**src/rtl/core/sd_card_spi_host_sequencer_macros.svh**
```systemverilog
//------------------------------------------------------------------------------
// sd_card_spi_host_sequencer_macros
// Assertion helper macros for the SD card SPI host sequencer.
//------------------------------------------------------------------------------
`ifndef SD_CARD_SPI_HOST_SEQUENCER_MACROS_SVH
`define SD_CARD_SPI_HOST_SEQUENCER_MACROS_SVH
// Implication checked on every clock edge outside reset.
`define SDS_ASSERT_IMP(label, clk, rstn, ante, cons, msg) \
    label: assert property (@(posedge clk) disable iff (!rstn) (ante) |-> (cons)) \
        else $error(msg);
// Next-cycle implication checked outside reset.
`define SDS_ASSERT_NEXT(label, clk, rstn, ante, cons, msg) \
    label: assert property (@(posedge clk) disable iff (!rstn) (ante) |=> (cons)) \
        else $error(msg);
`endif

```
**src/rtl/core/sds_pkg.sv**
```systemverilog
//------------------------------------------------------------------------------
// sds_pkg
// Shared types and constants for the SD card SPI host sequencer.
//------------------------------------------------------------------------------
`timescale 1ns / 1ps

package sds_pkg;

    typedef enum logic [5:0] {
        PH_IDLE, PH_PRIME, PH_BUSY_INIT, PH_BUSY_COUNT, PH_BUSY_READ, PH_BUSY_WRITE,
        PH_CMD0, PH_CMD8, PH_CMD55A, PH_ACMD41A, PH_CMD55L, PH_ACMD41L, PH_CMD58,
        PH_CMD16, PH_CMD9, PH_CMD17, PH_CMD24, PH_R7, PH_OCR, PH_TOKEN_COUNT,
        PH_TOKEN_READ, PH_CSD, PH_DATA, PH_WDATA, PH_WCRC, PH_WRESP
    } phase_t;

    localparam logic [2:0] CMD_INIT  = 3'd0;
    localparam logic [2:0] CMD_COUNT = 3'd1;
    localparam logic [2:0] CMD_READ  = 3'd2;
    localparam logic [2:0] CMD_WRITE = 3'd3;

    localparam logic [3:0] ST_BUSY       = 4'd0;
    localparam logic [3:0] ST_OK         = 4'd1;
    localparam logic [3:0] ST_CMD0       = 4'd2;
    localparam logic [3:0] ST_CMD8       = 4'd3;
    localparam logic [3:0] ST_ECHO       = 4'd4;
    localparam logic [3:0] ST_CMD55A     = 4'd5;
    localparam logic [3:0] ST_CMD55L     = 4'd6;
    localparam logic [3:0] ST_RETRY      = 4'd7;
    localparam logic [3:0] ST_CMD58      = 4'd8;
    localparam logic [3:0] ST_CMD16      = 4'd9;
    localparam logic [3:0] ST_POWER      = 4'd10;
    localparam logic [3:0] ST_R1         = 4'd11;
    localparam logic [3:0] ST_TOKEN      = 4'd12;
    localparam logic [3:0] ST_DATA_RESP  = 4'd13;

    localparam logic [0:0] CFG_POLL_LIMIT  = 1'b0;
    localparam logic [0:0] CFG_START_TOKEN = 1'b1;

    localparam logic [31:0] ARG_CMD8   = 32'h0000_01AA;
    localparam logic [31:0] ARG_ACMD41 = 32'h4000_0000;
    localparam logic [31:0] ARG_CMD16  = 32'h0000_0200;
    localparam logic [7:0]  CRC_CMD0   = 8'h4A;
    localparam logic [7:0]  CRC_CMD8   = 8'h43;
    localparam logic [7:0]  IDLE_BYTE  = 8'hFF;
    localparam int FRAME_BYTES = 6;
    localparam int CSD_BYTES   = 18;
    localparam int CRC_BYTES   = 2;

    // Result of one step.
    typedef struct packed {
        logic [7:0]  transmit_byte;
        logic        select_active;
        logic [7:0]  read_byte;
        logic        read_valid;
        logic        need_write_byte;
        logic [3:0]  status;
        logic [31:0] block_count;
        logic        last;
    } result_t;

    // Sequencer state.
    typedef struct packed {
        phase_t      phase;
        logic [9:0]  byte_counter;
        logic [15:0] poll_counter;
        logic [31:0] response_shift;
        logic [31:0] command_argument;
        logic [21:0] capacity_field;
        logic [15:0] acmd_retry;
    } seq_state_t;

endpackage

```
**src/rtl/core/sds_step.sv**
```systemverilog
//------------------------------------------------------------------------------
// sds_step
// Combinational next-state and result logic for one byte exchange.
//------------------------------------------------------------------------------
`timescale 1ns / 1ps

module sds_step #(
    parameter int BLOCK_BYTES = 512,
    parameter int PRIME_BYTES = 10
) (
    input  sds_pkg::seq_state_t st,
    input  logic [2:0]          command,
    input  logic [31:0]         block_address,
    input  logic [7:0]          received_byte,
    input  logic [7:0]          write_byte,
    input  logic [15:0]         poll_limit,
    input  logic [7:0]          start_token,
    output sds_pkg::seq_state_t st_next,
    output sds_pkg::result_t    res
);

    logic [15:0] lim;
    assign lim = (poll_limit == 16'd0) ? 16'd1 : poll_limit;

    function automatic logic [5:0] cmd_index(input sds_pkg::phase_t ph);
        case (ph)
            sds_pkg::PH_CMD0:   return 6'd0;
            sds_pkg::PH_CMD8:   return 6'd8;
            sds_pkg::PH_CMD55A, sds_pkg::PH_CMD55L:   return 6'd55;
            sds_pkg::PH_ACMD41A, sds_pkg::PH_ACMD41L: return 6'd41;
            sds_pkg::PH_CMD58:  return 6'd58;
            sds_pkg::PH_CMD16:  return 6'd16;
            sds_pkg::PH_CMD9:   return 6'd9;
            sds_pkg::PH_CMD17:  return 6'd17;
            default:            return 6'd24;
        endcase
    endfunction

    function automatic logic [7:0] frame_byte(input sds_pkg::phase_t ph,
                                              input logic [31:0] arg,
                                              input logic [2:0] k);
        logic [7:0] crc;
        crc = 8'h00;
        case (k)
            3'd0: return {2'b01, cmd_index(ph)};
            3'd1: return arg[31:24];
            3'd2: return arg[23:16];
            3'd3: return arg[15:8];
            3'd4: return arg[7:0];
            default: begin
                if (ph == sds_pkg::PH_CMD0) crc = sds_pkg::CRC_CMD0;
                else if (ph == sds_pkg::PH_CMD8) crc = sds_pkg::CRC_CMD8;
                return {crc[6:0], 1'b1};
            end
        endcase
    endfunction

    always_comb begin
        logic [7:0]  r1;
        logic [31:0] shifted;
        logic [9:0]  cnt_inc;
        logic        do_r1;
        logic [21:0] cap_sum;
        sds_pkg::phase_t nph;
        logic [31:0] narg;
        logic        begin_frame;
        logic        fin;
        logic [3:0]  fin_code;

        st_next = st;
        res = '0;
        res.transmit_byte = sds_pkg::IDLE_BYTE;
        res.select_active = 1'b1;
        r1 = received_byte;
        do_r1 = 1'b0;
        shifted = {st.response_shift[23:0], received_byte};
        cnt_inc = st.byte_counter + 10'd1;
        cap_sum = st.capacity_field + 22'd1;
        nph = sds_pkg::PH_IDLE;
        narg = 32'd0;
        begin_frame = 1'b0;
        fin = 1'b0;
        fin_code = sds_pkg::ST_BUSY;

        if (command <= sds_pkg::CMD_WRITE) begin
            st_next.byte_counter = 10'd0;
            st_next.poll_counter = 16'd0;
            if (command == sds_pkg::CMD_INIT) begin
                st_next.phase = sds_pkg::PH_PRIME;
                st_next.byte_counter = 10'd1;
                res.select_active = 1'b0;
            end else begin
                st_next.command_argument = block_address;
                case (command)
                    sds_pkg::CMD_COUNT: st_next.phase = sds_pkg::PH_BUSY_COUNT;
                    sds_pkg::CMD_READ:  st_next.phase = sds_pkg::PH_BUSY_READ;
                    default:            st_next.phase = sds_pkg::PH_BUSY_WRITE;
                endcase
            end
        end else begin
            case (st.phase)
                sds_pkg::PH_IDLE: res.select_active = 1'b0;
                sds_pkg::PH_PRIME: begin
                    if (st.byte_counter < 10'(PRIME_BYTES)) begin
                        st_next.byte_counter = cnt_inc;
                        res.select_active = 1'b0;
                    end else st_next.phase = sds_pkg::PH_BUSY_INIT;
                end
                sds_pkg::PH_BUSY_INIT, sds_pkg::PH_BUSY_COUNT,
                sds_pkg::PH_BUSY_READ, sds_pkg::PH_BUSY_WRITE: begin
                    if (received_byte == 8'hFF) begin
                        begin_frame = 1'b1;
                        case (st.phase)
                            sds_pkg::PH_BUSY_INIT:  nph = sds_pkg::PH_CMD0;
                            sds_pkg::PH_BUSY_COUNT: nph = sds_pkg::PH_CMD9;
                            sds_pkg::PH_BUSY_READ: begin
                                nph = sds_pkg::PH_CMD17; narg = st.command_argument;
                            end
                            default: begin
                                nph = sds_pkg::PH_CMD24; narg = st.command_argument;
                            end
                        endcase
                    end
                end
                sds_pkg::PH_CMD0, sds_pkg::PH_CMD8, sds_pkg::PH_CMD55A,
                sds_pkg::PH_ACMD41A, sds_pkg::PH_CMD55L, sds_pkg::PH_ACMD41L,
                sds_pkg::PH_CMD58, sds_pkg::PH_CMD16, sds_pkg::PH_CMD9,
                sds_pkg::PH_CMD17, sds_pkg::PH_CMD24: begin
                    if (st.byte_counter < 10'(sds_pkg::FRAME_BYTES)) begin
                        res.transmit_byte = frame_byte(st.phase, st.command_argument,
                                                       st.byte_counter[2:0]);
                        st_next.byte_counter = cnt_inc;
                    end else if (st.byte_counter == 10'(sds_pkg::FRAME_BYTES)) begin
                        st_next.byte_counter = 10'(sds_pkg::FRAME_BYTES + 1);
                        st_next.poll_counter = 16'd1;
                    end else if (received_byte != 8'hFF) begin
                        do_r1 = 1'b1;
                    end else if (st.poll_counter >= lim) begin
                        do_r1 = 1'b1;
                    end else st_next.poll_counter = st.poll_counter + 16'd1;
                end
                sds_pkg::PH_R7, sds_pkg::PH_OCR: begin
                    st_next.response_shift = shifted;
                    st_next.byte_counter = cnt_inc;
                    if (cnt_inc >= 10'd4) begin
                        if (st.phase == sds_pkg::PH_R7) begin
                            if (shifted[15:0] == sds_pkg::ARG_CMD8[15:0]) begin
                                begin_frame = 1'b1; nph = sds_pkg::PH_CMD55A;
                            end else begin
                                fin = 1'b1; fin_code = sds_pkg::ST_ECHO;
                            end
                        end else if (shifted[31:30] == 2'b11) begin
                            fin = 1'b1; fin_code = sds_pkg::ST_OK;
                        end else if (shifted[31]) begin
                            begin_frame = 1'b1; nph = sds_pkg::PH_CMD16;
                            narg = sds_pkg::ARG_CMD16;
                        end else begin
                            fin = 1'b1; fin_code = sds_pkg::ST_POWER;
                        end
                    end
                end
                sds_pkg::PH_TOKEN_COUNT, sds_pkg::PH_TOKEN_READ: begin
                    if (received_byte == start_token) begin
                        st_next.phase = (st.phase == sds_pkg::PH_TOKEN_COUNT) ?
                                        sds_pkg::PH_CSD : sds_pkg::PH_DATA;
                        st_next.byte_counter = 10'd0;
                        st_next.response_shift = 32'd0;
                        st_next.capacity_field = 22'd0;
                    end else if (received_byte != 8'hFF || st.poll_counter >= lim) begin
                        fin = 1'b1; fin_code = sds_pkg::ST_TOKEN;
                    end else st_next.poll_counter = st.poll_counter + 16'd1;
                end
                sds_pkg::PH_CSD: begin
                    if (st.byte_counter == 10'd7)
                        st_next.capacity_field = {16'd0, received_byte[5:0]};
                    else if (st.byte_counter == 10'd8 || st.byte_counter == 10'd9)
                        st_next.capacity_field = {st.capacity_field[13:0], received_byte};
                    st_next.byte_counter = cnt_inc;
                    if (cnt_inc >= 10'(sds_pkg::CSD_BYTES)) begin
                        fin = 1'b1; fin_code = sds_pkg::ST_OK;
                    end
                end
                sds_pkg::PH_DATA: begin
                    if (st.byte_counter < 10'(BLOCK_BYTES)) begin
                        res.read_byte = received_byte;
                        res.read_valid = 1'b1;
                    end
                    st_next.byte_counter = cnt_inc;
                    if (cnt_inc >= 10'(BLOCK_BYTES + sds_pkg::CRC_BYTES)) begin
                        fin = 1'b1; fin_code = sds_pkg::ST_OK;
                    end
                end
                sds_pkg::PH_WDATA: begin
                    res.transmit_byte = write_byte;
                    st_next.byte_counter = cnt_inc;
                    if (cnt_inc < 10'(BLOCK_BYTES)) res.need_write_byte = 1'b1;
                    else begin
                        st_next.phase = sds_pkg::PH_WCRC;
                        st_next.byte_counter = 10'd0;
                    end
                end
                sds_pkg::PH_WCRC: begin
                    st_next.byte_counter = cnt_inc;
                    if (cnt_inc > 10'(sds_pkg::CRC_BYTES)) begin
                        st_next.phase = sds_pkg::PH_WRESP;
                        st_next.poll_counter = 16'd1;
                    end
                end
                sds_pkg::PH_WRESP: begin
                    if (received_byte[4:0] == 5'h05) begin
                        fin = 1'b1; fin_code = sds_pkg::ST_OK;
                    end else if (st.poll_counter >= lim) begin
                        fin = 1'b1; fin_code = sds_pkg::ST_DATA_RESP;
                    end else st_next.poll_counter = st.poll_counter + 16'd1;
                end
                default: begin
                    st_next.phase = sds_pkg::PH_IDLE;
                    st_next.byte_counter = 10'd0;
                    st_next.poll_counter = 16'd0;
                    res.select_active = 1'b0;
                end
            endcase
        end

        // R1 handling; a timed-out poll reads as the idle byte.
        if (do_r1) begin
            case (st.phase)
                sds_pkg::PH_CMD0: if (r1 == 8'd1) begin
                    begin_frame = 1'b1; nph = sds_pkg::PH_CMD8; narg = sds_pkg::ARG_CMD8;
                end else begin fin = 1'b1; fin_code = sds_pkg::ST_CMD0; end
                sds_pkg::PH_CMD8: if (r1 == 8'd1) begin
                    st_next.phase = sds_pkg::PH_R7;
                    st_next.byte_counter = 10'd0;
                    st_next.response_shift = 32'd0;
                    st_next.capacity_field = 22'd0;
                end else begin fin = 1'b1; fin_code = sds_pkg::ST_CMD8; end
                sds_pkg::PH_CMD55A: if (r1 == 8'd1) begin
                    begin_frame = 1'b1; nph = sds_pkg::PH_ACMD41A;
                    narg = sds_pkg::ARG_ACMD41;
                end else begin fin = 1'b1; fin_code = sds_pkg::ST_CMD55A; end
                sds_pkg::PH_ACMD41A: begin
                    begin_frame = 1'b1;
                    if (r1 == 8'd1) begin
                        st_next.acmd_retry = 16'd0; nph = sds_pkg::PH_CMD55L;
                    end else nph = sds_pkg::PH_CMD58;
                end
                sds_pkg::PH_CMD55L: begin
                    if (r1 != 8'd1) begin fin = 1'b1; fin_code = sds_pkg::ST_CMD55L; end
                    else if ({1'b0, st.acmd_retry} + 17'd1 >= {1'b0, lim}) begin
                        fin = 1'b1; fin_code = sds_pkg::ST_RETRY;
                    end else begin
                        begin_frame = 1'b1; nph = sds_pkg::PH_ACMD41L;
                        narg = sds_pkg::ARG_ACMD41;
                    end
                end
                sds_pkg::PH_ACMD41L: begin
                    begin_frame = 1'b1;
                    if (r1 == 8'd0) nph = sds_pkg::PH_CMD58;
                    else begin
                        st_next.acmd_retry = st.acmd_retry + 16'd1;
                        nph = sds_pkg::PH_CMD55L;
                    end
                end
                sds_pkg::PH_CMD58: if (r1 == 8'd0) begin
                    st_next.phase = sds_pkg::PH_OCR;
                    st_next.byte_counter = 10'd0;
                    st_next.response_shift = 32'd0;
                    st_next.capacity_field = 22'd0;
                end else begin fin = 1'b1; fin_code = sds_pkg::ST_CMD58; end
                sds_pkg::PH_CMD16: begin
                    fin = 1'b1;
                    fin_code = (r1 == 8'd0) ? sds_pkg::ST_OK : sds_pkg::ST_CMD16;
                end
                sds_pkg::PH_CMD9, sds_pkg::PH_CMD17: if (r1 == 8'd0) begin
                    st_next.phase = (st.phase == sds_pkg::PH_CMD9) ?
                                    sds_pkg::PH_TOKEN_COUNT : sds_pkg::PH_TOKEN_READ;
                    st_next.poll_counter = 16'd1;
                end else begin fin = 1'b1; fin_code = sds_pkg::ST_R1; end
                default: if (r1 == 8'd0) begin
                    st_next.phase = sds_pkg::PH_WDATA;
                    st_next.byte_counter = 10'd0;
                    res.transmit_byte = start_token;
                    res.need_write_byte = 1'b1;
                end else begin fin = 1'b1; fin_code = sds_pkg::ST_R1; end
            endcase
        end

        if (begin_frame) begin
            st_next.phase = nph;
            st_next.command_argument = narg;
            st_next.byte_counter = 10'd1;
            res.transmit_byte = {2'b01, cmd_index(nph)};
        end

        if (fin) begin
            st_next.phase = sds_pkg::PH_IDLE;
            st_next.byte_counter = 10'd0;
            st_next.poll_counter = 16'd0;
            res.transmit_byte = sds_pkg::IDLE_BYTE;
            res.select_active = 1'b0;
            res.status = fin_code;
            res.last = 1'b1;
            if (st.phase == sds_pkg::PH_CSD) res.block_count = {cap_sum, 10'd0};
        end
    end

endmodule

```
**src/rtl/core/sd_card_spi_host_sequencer.sv**
```systemverilog
//------------------------------------------------------------------------------
// sd_card_spi_host_sequencer
// SD card SPI-mode host sequencer, stepped once per byte exchange.
//------------------------------------------------------------------------------
// Usage: each item on the s_ channel is one step. A start command (init,
// block count, read, write) begins an operation; continuation items carry the
// byte the card returned in the previous exchange, or the next payload byte
// of a block write. Each item produces exactly one result item on the m_
// channel naming the next byte to shift out, the chip select level, any read
// data, a request for a write byte, the status and the operation's end flag.
// An accepted item is decoded against the sequencer state register and its
// result is written to the output register at the edge that accepts it. One
// item per cycle is sustained while the receiver takes each result; the state
// update is a single pass of combinational logic. When the receiver stalls,
// the output register holds its item and s_tready stays high only if that
// register is being emptied in the same cycle. Reset returns the sequencer to
// idle with all counters cleared, poll_limit to 1000 and start_token to 0xFE,
// and empties the output register. Configuration writes are always accepted.
//------------------------------------------------------------------------------
`timescale 1ns / 1ps
`include "sd_card_spi_host_sequencer_macros.svh"

module sd_card_spi_host_sequencer #(
    parameter int BLOCK_BYTES = 512,
    parameter int PRIME_BYTES = 10
) (
    input  logic        aclk,
    input  logic        aresetn,
    input  logic        s_tvalid,
    output logic        s_tready,
    // [2:0] command, [34:3] block_address, [42:35] received_byte,
    // [50:43] write_byte, [55:51] zero
    input  logic [55:0] s_tdata,
    output logic        m_tvalid,
    input  logic        m_tready,
    // [7:0] transmit_byte, [8] select_active, [16:9] read_byte,
    // [17] read_valid, [18] need_write_byte, [22:19] status,
    // [54:23] block_count, [55] zero
    output logic [55:0] m_tdata,
    output logic        m_tlast,
    input  logic        cfg_valid,
    output logic        cfg_ready,
    input  logic [0:0]  cfg_index,
    input  logic [15:0] cfg_data
);

    sds_pkg::seq_state_t st_reg, st_next;
    sds_pkg::result_t    res_next, res_reg;
    logic                out_valid_reg;
    logic [15:0]         poll_limit_reg;
    logic [7:0]          start_token_reg;
    logic                in_fire;

    assign s_tready  = !out_valid_reg || m_tready;
    assign in_fire   = s_tvalid && s_tready;
    assign cfg_ready = 1'b1;

    sds_step #(
        .BLOCK_BYTES(BLOCK_BYTES),
        .PRIME_BYTES(PRIME_BYTES)
    ) u_step (
        .st           (st_reg),
        .command      (s_tdata[2:0]),
        .block_address(s_tdata[34:3]),
        .received_byte(s_tdata[42:35]),
        .write_byte   (s_tdata[50:43]),
        .poll_limit   (poll_limit_reg),
        .start_token  (start_token_reg),
        .st_next      (st_next),
        .res          (res_next)
    );

    // The idle phase encodes as zero, so clearing the state register idles it.
    always_ff @(posedge aclk) begin
        if (!aresetn) begin
            st_reg          <= '0;
            out_valid_reg   <= 1'b0;
            poll_limit_reg  <= 16'd1000;
            start_token_reg <= 8'hFE;
        end else begin
            if (in_fire) begin
                st_reg        <= st_next;
                out_valid_reg <= 1'b1;
            end else if (m_tready) begin
                out_valid_reg <= 1'b0;
            end
            if (cfg_valid) begin
                case (cfg_index)
                    sds_pkg::CFG_POLL_LIMIT:  poll_limit_reg  <= cfg_data;
                    sds_pkg::CFG_START_TOKEN: start_token_reg <= cfg_data[7:0];
                    default: ;
                endcase
            end
        end
    end

    // Result payload needs no reset.
    always_ff @(posedge aclk) begin
        if (in_fire) res_reg <= res_next;
    end

    assign m_tvalid = out_valid_reg;
    assign m_tlast  = res_reg.last;
    assign m_tdata  = {1'b0, res_reg.block_count, res_reg.status, res_reg.need_write_byte,
                       res_reg.read_valid, res_reg.read_byte, res_reg.select_active,
                       res_reg.transmit_byte};

    `SDS_ASSERT_IMP(a_last_releases_cs, aclk, aresetn, m_tvalid && m_tlast,
        !m_tdata[8] && m_tdata[7:0] == 8'hFF, "final item must release chip select")
    `SDS_ASSERT_IMP(a_busy_not_last, aclk, aresetn, m_tvalid && !m_tlast,
        m_tdata[22:19] == sds_pkg::ST_BUSY, "status set on a non-final item")
    `SDS_ASSERT_NEXT(a_last_idle, aclk, aresetn, in_fire && res_next.last,
        st_reg.phase == sds_pkg::PH_IDLE, "sequencer not idle after final item")
    `SDS_ASSERT_IMP(a_read_no_write, aclk, aresetn, m_tvalid && m_tdata[17],
        !m_tdata[18], "read data and write request together")

endmodule
```
**config.mk**
```make
export PLATFORM = sky130hd
export DESIGN_NAME = sd_card_spi_host_sequencer
export DESIGN_NICKNAME = d
export VERILOG_FILES = /design/src/rtl/core/sds_pkg.sv /design/src/rtl/core/sds_step.sv /design/src/rtl/core/sd_card_spi_host_sequencer.sv
export VERILOG_INCLUDE_DIRS = /design/src /design/src/rtl/core
export SDC_FILE = /design/constraint.sdc
export NUM_CORES = 1
export LEC_CHECK = 0
export BUFFER_PORTS_ARGS = -buffer_cell sky130_fd_sc_hd__buf_4
export CORE_MARGIN = 2
export CORE_UTILIZATION = 26
export CTS_CLUSTER_DIAMETER = 60
export DETAILED_ROUTE_END_ITERATION = 10
export PLACE_DENSITY = 0.5
export SLEW_MARGIN = 20
export SYNTH_ARGS = -nofsm -noshare
export SYNTH_HDL_FRONTEND = slang
export SYNTH_SLANG_ARGS = --single-unit
```
**constraint.sdc**
```tcl
create_clock -name aclk -period 3.9 [get_ports aclk]
set_input_delay 0.975 -clock aclk [delete_from_list [all_inputs] [get_ports aclk]]
set_output_delay 0.975 -clock aclk [all_outputs]
set_load 0.1 [all_outputs]
```
==> out/qor.yml, run 1 <==
drt:
  first_pass_iters: 6
  drt_drc_violations_left: 0
  ant_nets: 0
  num_vias: 12900
  routed_via_density: 5.39
  avgRoutedWirePerCell_microns: 20.0
  drt_iter0_markers: 1236
  drt-total-wl_mm: 47.9
logic_synthesis:
  synth_top_family_by_area: "compound AO/OA/AOI/OAI gates"
  synthAdderAreaFrac_pct: 4.19
  synth_compound_area_share_pct: 26.0
  ys_ff_latch: 191
  yosys_warnings: 0
  syn_area_per_cell_sq_um: 7.98
  seq_area_frac_synth_pct: 35.0
  ys_types: 88
  synth_cells: 1533
  muxShareOfSynthArea_pct: 0.164
  synth-simple-area-share_pct: 25.6
  netlist_area_sq_mm: 0.0122
  yosys.area_share.xor_xnor_pct: 3.87
  synth_top_flop_cell: "dfxtp_1"
  synth-edff-count: 46
  synth-async-reset-ratio_pct: 0
placed_design:
  dpl_worst_slack_ns: -0.357
  place_congestion: 0.930
  place_inst: 2337
  io_buffers: 120
  dpl.hpwl_mm: 36.2
sta:
  tightest_slew_ns: 0.742
  slew_violations: 0
  setup_violations: 1
  max_freq_mhz: 256
  fin_skew_ns: 0.0117
  fin_crit_ns: 3.90
  worst_slack_ns: -0.000267
  rsz0062_at_grt: "yes"
  timing.final.crit_share_pct: 100
  slew_headroom_pct: 50.4
  hold_viol_final: 0
floorplan:
  coreArea_sq_mm: 0.0465
  std_cell_rows: 79
  start_util_pct: 26.3
  boundaryPins: 138
  die_w_microns: 221
  die_h_microns: 221
  fp.dieArea_sq_mm: 0.0488
pwr:
  power.share.clock_pct: 38.2
  switching_share_pct: 31.3
  p_leak_nw: 6.10
  p_int_mw: 3.16
  switching_power_mw: 1.44
  seq_power_share_pct: 45.7
  p_comb_share_pct: 16.0
  p_total_mw: 4.60
  p_per_area_mw_per_mm2: 285
  ir_drop_uv: 388
worst_hold_path:
  min_path_type: "reg -> reg"
  holdPathStages: 2
  min_to: "poll_limit_reg[0]"
  hold_start: "poll_limit_reg[0]"
global_route:
  grt_pass1_vias: 12400
  grt_use_total_pct: 19.1
  grt_antenna_before_repair: 0
  grt_pass1_wl_mm: 73.0
  grt_max_degree: 48
  grt-ovfl-total: 0
critical_path:
  start_kind: "flip-flop"
  end_kind: "flip-flop"
  critPathMaxFanout: 6
  crit_slowest_cell: "or3_4"
  path_cells: "buf_4 > nand4_1 > nor2_2 > and3_4 > xor2_4 > ha_4 > and4_4 > and3_4 > a221oi_4 > buf_6 > a31oi_2 > a31oi_1 > buf_4 > o21ai_4 > or3_4 > a211oi_4 > buf_4 > nor3_2"
  cp.required_ns: 4.29
  reg2reg_slack_ns: -0.0003
  crit_top_cell: "buf_4"
  worstSetupPathType: "reg -> reg"
  r2r_cells: 18
  r2r-start: "st_reg[2]"
  cp.arrival_ns: 4.29
  critical-path-max-stage-delay_ns: 0.43
cells_and_area:
  final_common_cell: "buf_4"
  fill_cells: 4891
  drive_above_1_share_pct: 26.0
  largest_register_ffs: 114
  area_growth_pct: 31.8
  fin_nets: 1892
  layout_common_cells: "buf_4, nor2_1, nand2_1, dfxtp_1, a21oi_1"
  layout.cells.non_filler: 2393
  antenna_cells: 0
outcome:
  outcome: "finished, violations left"
  violations: "setup timing"
cts:
  postCtsHoldBufs: 0
  clkSinkCount: 191
  cts_root_buffer: "clkbuf_16"
  htree_levels: 4
  numCtsBuffers: 17
  cts_buffer_depth: 2
  cts_tree: "done"
  path_clk_slew_ns: 0.08
  clk_latency_ns: 0.50
flow_run:
  maxCapViolCount: 0
==> worst max-delay path, delay by kind of cell (launching register included) <==
kind | cells | cell delay, ns
and+or+nand+nor | 7 | 1.46
AOI/OAI and AO/OA | 5 | 0.92
buffers and inverters | 4 | 0.63
DFF | 1 | 0.36
adders and majority gates | 1 | 0.23
xor gates and xnor gates | 1 | 0.19
==> power groups by stage <==
stage | clock network (mW) | registers [mW] | logic [mW]
6_report | 1.76 | 2.10 | 0.738
5_1_grt | 1.89 | 2.11 | 0.778
4_1_cts | 1.82 | 2.10 | 0.706
3_5_place_dp | 0 | 2.15 | 0.699
3_3_place_gp | 0 | 2.15 | 0.699
2_1_floorplan | 0 | 2.28 | 0.293
==> per-layer routing <==
metal  track usage [%]  share of wire (%)  routed length [microns]
met1              25.0                 44                    21200
met2              30.7                 47                    22300
met3              4.00                6.1                     2900
met4              7.92                3.1                     1470
met5                 0                  0                        0
==> cell type report <==
| class | count | area [sq um] | area share [%] |
|---|---|---|---|
| clock buffer | 18 | 429 | 2.66 |
| clock inverter | 14 | 136 | 0.846 |
| inverter | 39 | 148 | 0.916 |
| multi-input combinational | 1206 | 7820 | 48.5 |
| sequential | 191 | 4290 | 26.6 |
| tap | 607 | 759 | 4.71 |
| timing repair buffer | 318 | 2540 | 15.8 |
==> synth_stat cells, drive strengths merged (16+ instances only) <==
library cell,instances,area [sq um]
nand2,149,559
nor3,38,206
a22o,24,210
dfxtp,145,2900
xnor2,27,236
nand3,72,370
a31oi,25,156
nand4,29,181
a21o,16,120
or2,17,106
a22oi,58,435
and3,31,194
o21ai,100,504
ha,41,513
and2,31,194
a21oi,103,519
nor2,169,634
clkbuf,67,251
xor2,27,236
inv,37,139
buf,40,219
edfxtp,46,1380
==> cell families after synthesis <==
family / Yosys count
AND/OR/NAND/NOR: 629
multiplexers: 2
other: 2
adder cells (fa/ha/maj): 41
XOR/XNOR: 54
buffers and inverters: 146
flip-flops: 191
AO/OA/AOI/OAI: 468
==> worst max path at each step <==
| stage | from | end | slack, ns | cells past startpoint |
|---|---|---|---|---|
| floorplan | st_reg[0] | st_reg[51] | 0.009 | 18 |
| global placement | st_reg[0] | flip-flop | -0.30 | 17 |
| detailed placement | st_reg[1] | flip-flop | -0.36 | 16 |
| CTS | st_reg[1] | st_reg[105] | 0.0004 | 19 |
| global route | st_reg[1] | flip-flop | -0.16 | 19 |
| finish | st_reg[2] | flip-flop | -0.0003 | 18 |
==> repair_timing <==
| item | in CTS | in global routing |
|---|---|---|
| resized for setup | 27 | 74 |
| gates cloned | 0 | 2 |
| pin swaps | 10 | 33 |
| endpoints found under the setup margin | 91 | 114 |
| buffers inserted | 2 | 21 |
==> through the flow <==
step	hold WS [ns]	utilization [%]	area (sq um)	setup TNS (ns)
5_1_grt	0.507	34.7	16100	-5.34
3_3_place_gp	0.448	32.1	14900	-11.94
6_report	0.467	34.7	16100	-0.000267
2_1_floorplan	0.436	-	12300	0
4_1_cts	0.466	33.6	15600	0
3_5_place_dp	0.457	32.1	14900	-14.34
Power figures use the tool's default switching activity.
==> run 2, diff against run 1 <==
--- a/config.mk
+++ b/config.mk
@@ -6,13 +6,14 @@
 export SDC_FILE = /design/constraint.sdc
 export NUM_CORES = 1
 export LEC_CHECK = 0
-export BUFFER_PORTS_ARGS = -buffer_cell sky130_fd_sc_hd__buf_4
 export CORE_MARGIN = 2
 export CORE_UTILIZATION = 26
 export CTS_CLUSTER_DIAMETER = 60
 export DETAILED_ROUTE_END_ITERATION = 10
-export PLACE_DENSITY = 0.5
+export DONT_BUFFER_PORTS = 1
+export PLACE_DENSITY = 0.48
 export SLEW_MARGIN = 20
 export SYNTH_ARGS = -nofsm -noshare
 export SYNTH_HDL_FRONTEND = slang
 export SYNTH_SLANG_ARGS = --single-unit
+export TNS_END_PERCENT = 20
==> run 2 against run 1 <==
  * The flow now finishes without violations
  * Cell area shrank 6.5%
  * Clock-buffer cell count grew 1
  * Global-route usage shrank 0.50 points
  * Wire length shrank 1.6%
  * Combinational power shrank 37%
  * Die area is the same
  * Final cell count shrank 6.0%
  * Power is essentially flat
  * Sequential share of layout area grew 1.9 points
  * Clock skew grew 0.0066 ns
  * Utilization shrank 2.3 points
  * First-iteration DRC count grew 9.4%
  * Largest cell class unchanged
  * Largest power group unchanged
==> out/qor.yml, run 2 (synthesis gave the netlist of run 1 again) <==
outcome:
  outcome: "completed"
placed_design:
  dpl.hpwl_mm: 35.9  # -0.66%
  place_inst: 2199  # -5.9%
  io_buffers: 0  # -100%
  dpl_worst_slack_ns: -0.309  # +0.0483 ns
  place_congestion: 0.964  # +3.7%
drt:
  drt-total-wl_mm: 47.2  # -1.6%
  routed_via_density: 5.50  # +2.1%
  avgRoutedWirePerCell_microns: 21.0  # +4.7%
  first_pass_iters: 6  # unchanged
  drt_drc_violations_left: 0  # unchanged
  ant_nets: 0  # unchanged
  drt_iter0_markers: 1352  # +9.4%
  num_vias: 12400  # -4.1%
cts:
  cts_buffer_depth: 2  # unchanged
  path_clk_slew_ns: 0.08  # about the same
  cts_root_buffer: "clkbuf_16"
  htree_levels: 4  # unchanged
  cts_tree: "done"
  numCtsBuffers: 17  # unchanged
  clkSinkCount: 191  # unchanged
  clk_latency_ns: 0.50  # about the same
critical_path:
  crit_slowest_cell: "dfxtp_4"
  crit_buf_inv: 3  # -1
  end_kind: "flip-flop"
  critPathMaxFanout: 6  # unchanged
  crit_top_cell: "a31oi_4"
  cp.required_ns: 4.32  # +0.03 ns
  worstSetupPathType: "reg -> reg"
  start_kind: "flip-flop"
  cp.arrival_ns: 4.30  # about the same
  critical-path-max-stage-delay_ns: 0.38  # -0.05 ns
  critPathTopFamily: "simple AND/OR/NAND/NOR gates"
  path_cells: "ha_4 > nand4_1 > nor2_2 > and3_4 > xor2_2 > ha_1 > and4_4 > and3_4 > a221oi_4 > buf_6 > a31oi_4 > a31oi_4 > o21ai_4 > buf_12 > nor3_4 > buf_6 > a31oi_4 > nor3b_2"
global_route:
  grt_pass1_vias: 11600  # -6.9%
  grt_max_degree: 47  # -2.1%
  grt_antenna_before_repair: 2  # +2
  grt-ovfl-total: 0  # unchanged
  grt_use_total_pct: 18.6  # -0.50 points
  grt_pass1_wl_mm: 70.4  # -3.6%
sta:
  timing.final.crit_share_pct: 99.5  # -0.54 points
  max_freq_mhz: 258  # +0.54%
  setup_violations: 0  # -1
  slew_headroom_pct: 38.5  # -12 points
  rsz0062_at_grt: "yes"
  whs_ns: 0.469  # +0.00220 ns
  fin_crit_ns: 3.88  # -0.0211 ns
  tightest_slew_ns: 0.925  # +0.183 ns
  slew_violations: 0  # unchanged
  hold_viol_final: 0  # unchanged
  fin_skew_ns: 0.0183  # +0.00658 ns
  worst_slack_ns: 0.0209  # +0.0211 ns
cells_and_area:
  area_growth_pct: 23.2
  largest_register_ffs: 114  # unchanged
  drive_above_1_share_pct: 19.5  # -6.5 points
  fin_nets: 1748  # -7.6%
  final_common_cell: "nor2_1"
  layout.cells.non_filler: 2249  # -6.0%
  layout_common_cells: "nor2_1, buf_4, nand2_1, dfxtp_1, a21oi_1"
  antenna_cells: 0  # unchanged
  fill_cells: 4961  # +1.4%
floorplan:
  boundaryPins: 138  # unchanged
  fp.dieArea_sq_mm: 0.0488  # unchanged
  coreArea_sq_mm: 0.0465  # unchanged
  die_h_microns: 221  # unchanged
  start_util_pct: 26.3  # unchanged
  std_cell_rows: 79  # unchanged
  die_w_microns: 221  # unchanged
pwr:
  p_leak_nw: 5.43  # -11%
  ir_drop_uv: 328  # -16%
  p_per_area_mw_per_mm2: 305  # +7.0%
flow_run:
  maxCapViolCount: 0  # unchanged
worst_hold_path:
  min_path_type: "reg -> reg"
==> run 2: path summary, 6_finish.rpt <==
path	start	endpoint	slack (ns)	depth (start not counted)
max	st_reg[0]	st_reg[112]	0.02	18
min	poll_limit_reg[0]	poll_limit_reg[0]	0.47	2
max reg2reg	st_reg[0]	st_reg[112]	0.02	18
min reg2reg	poll_limit_reg[0]	poll_limit_reg[0]	0.47	2
==> run 2: layer usage <==
layer	share of wire [%]	global-route usage [%]	wire, microns	up-vias
met3	6.4	3.69	3040	78
li1	-	-	-	5859
met1	45	24.9	21200	5974
met5	0	0	0	-
met4	3.0	7.14	1430	0
met2	46	29.6	21500	464
==> run 2: stage by stage <==
stage                     total power, mW  TNS (ns)  utilization [%]  cell area, sq um
after floorplan                      2.57         0                -             12300
after global routing                 4.76     -3.99             32.5             15100
final                                4.60         0             32.5             15100
after CTS                            4.64   -0.0219             31.5             14700
after global placement               2.73    -12.13             29.8             13900
after detailed placement             2.73    -14.46             29.8             13900
==> run 2: repair_timing <==
item                       4_1_cts  5_1_grt
gates resized for setup         29       71
cloned                           0        2
pin swaps                        7       29
setup endpoints to repair       77      107
hold buffers                     0        0
buffers inserted                 6       10
==> run 2: area by class of cell <==
cell class,instances,area (sq um),area share [%]
multi-input combinational,1207,7850,52.1
timing repair buffer,173,1410,9.32
clock inverter,13,171,1.14
tap,607,759,5.04
clock buffer,19,443,2.94
sequential,191,4300,28.5
inverter,39,149,0.988
==> run 2: worst min-delay path, delay by kind of cell (launching register included) <==
family,cells,cell delay (ns)
and+or+nand+nor,1,0.06
AOI/OAI and AO/OA,1,0.05
DFF,1,0.31
==> run 2: power breakdown <==
| part | leakage [nW] | switching (mW) | internal [mW] |
|---|---|---|---|
| Sequential | 1.61 | 0.175 | 2.07 |
| Combinational | 3.51 | 0.307 | 0.157 |
| Clock | 0.303 | 0.903 | 0.990 |
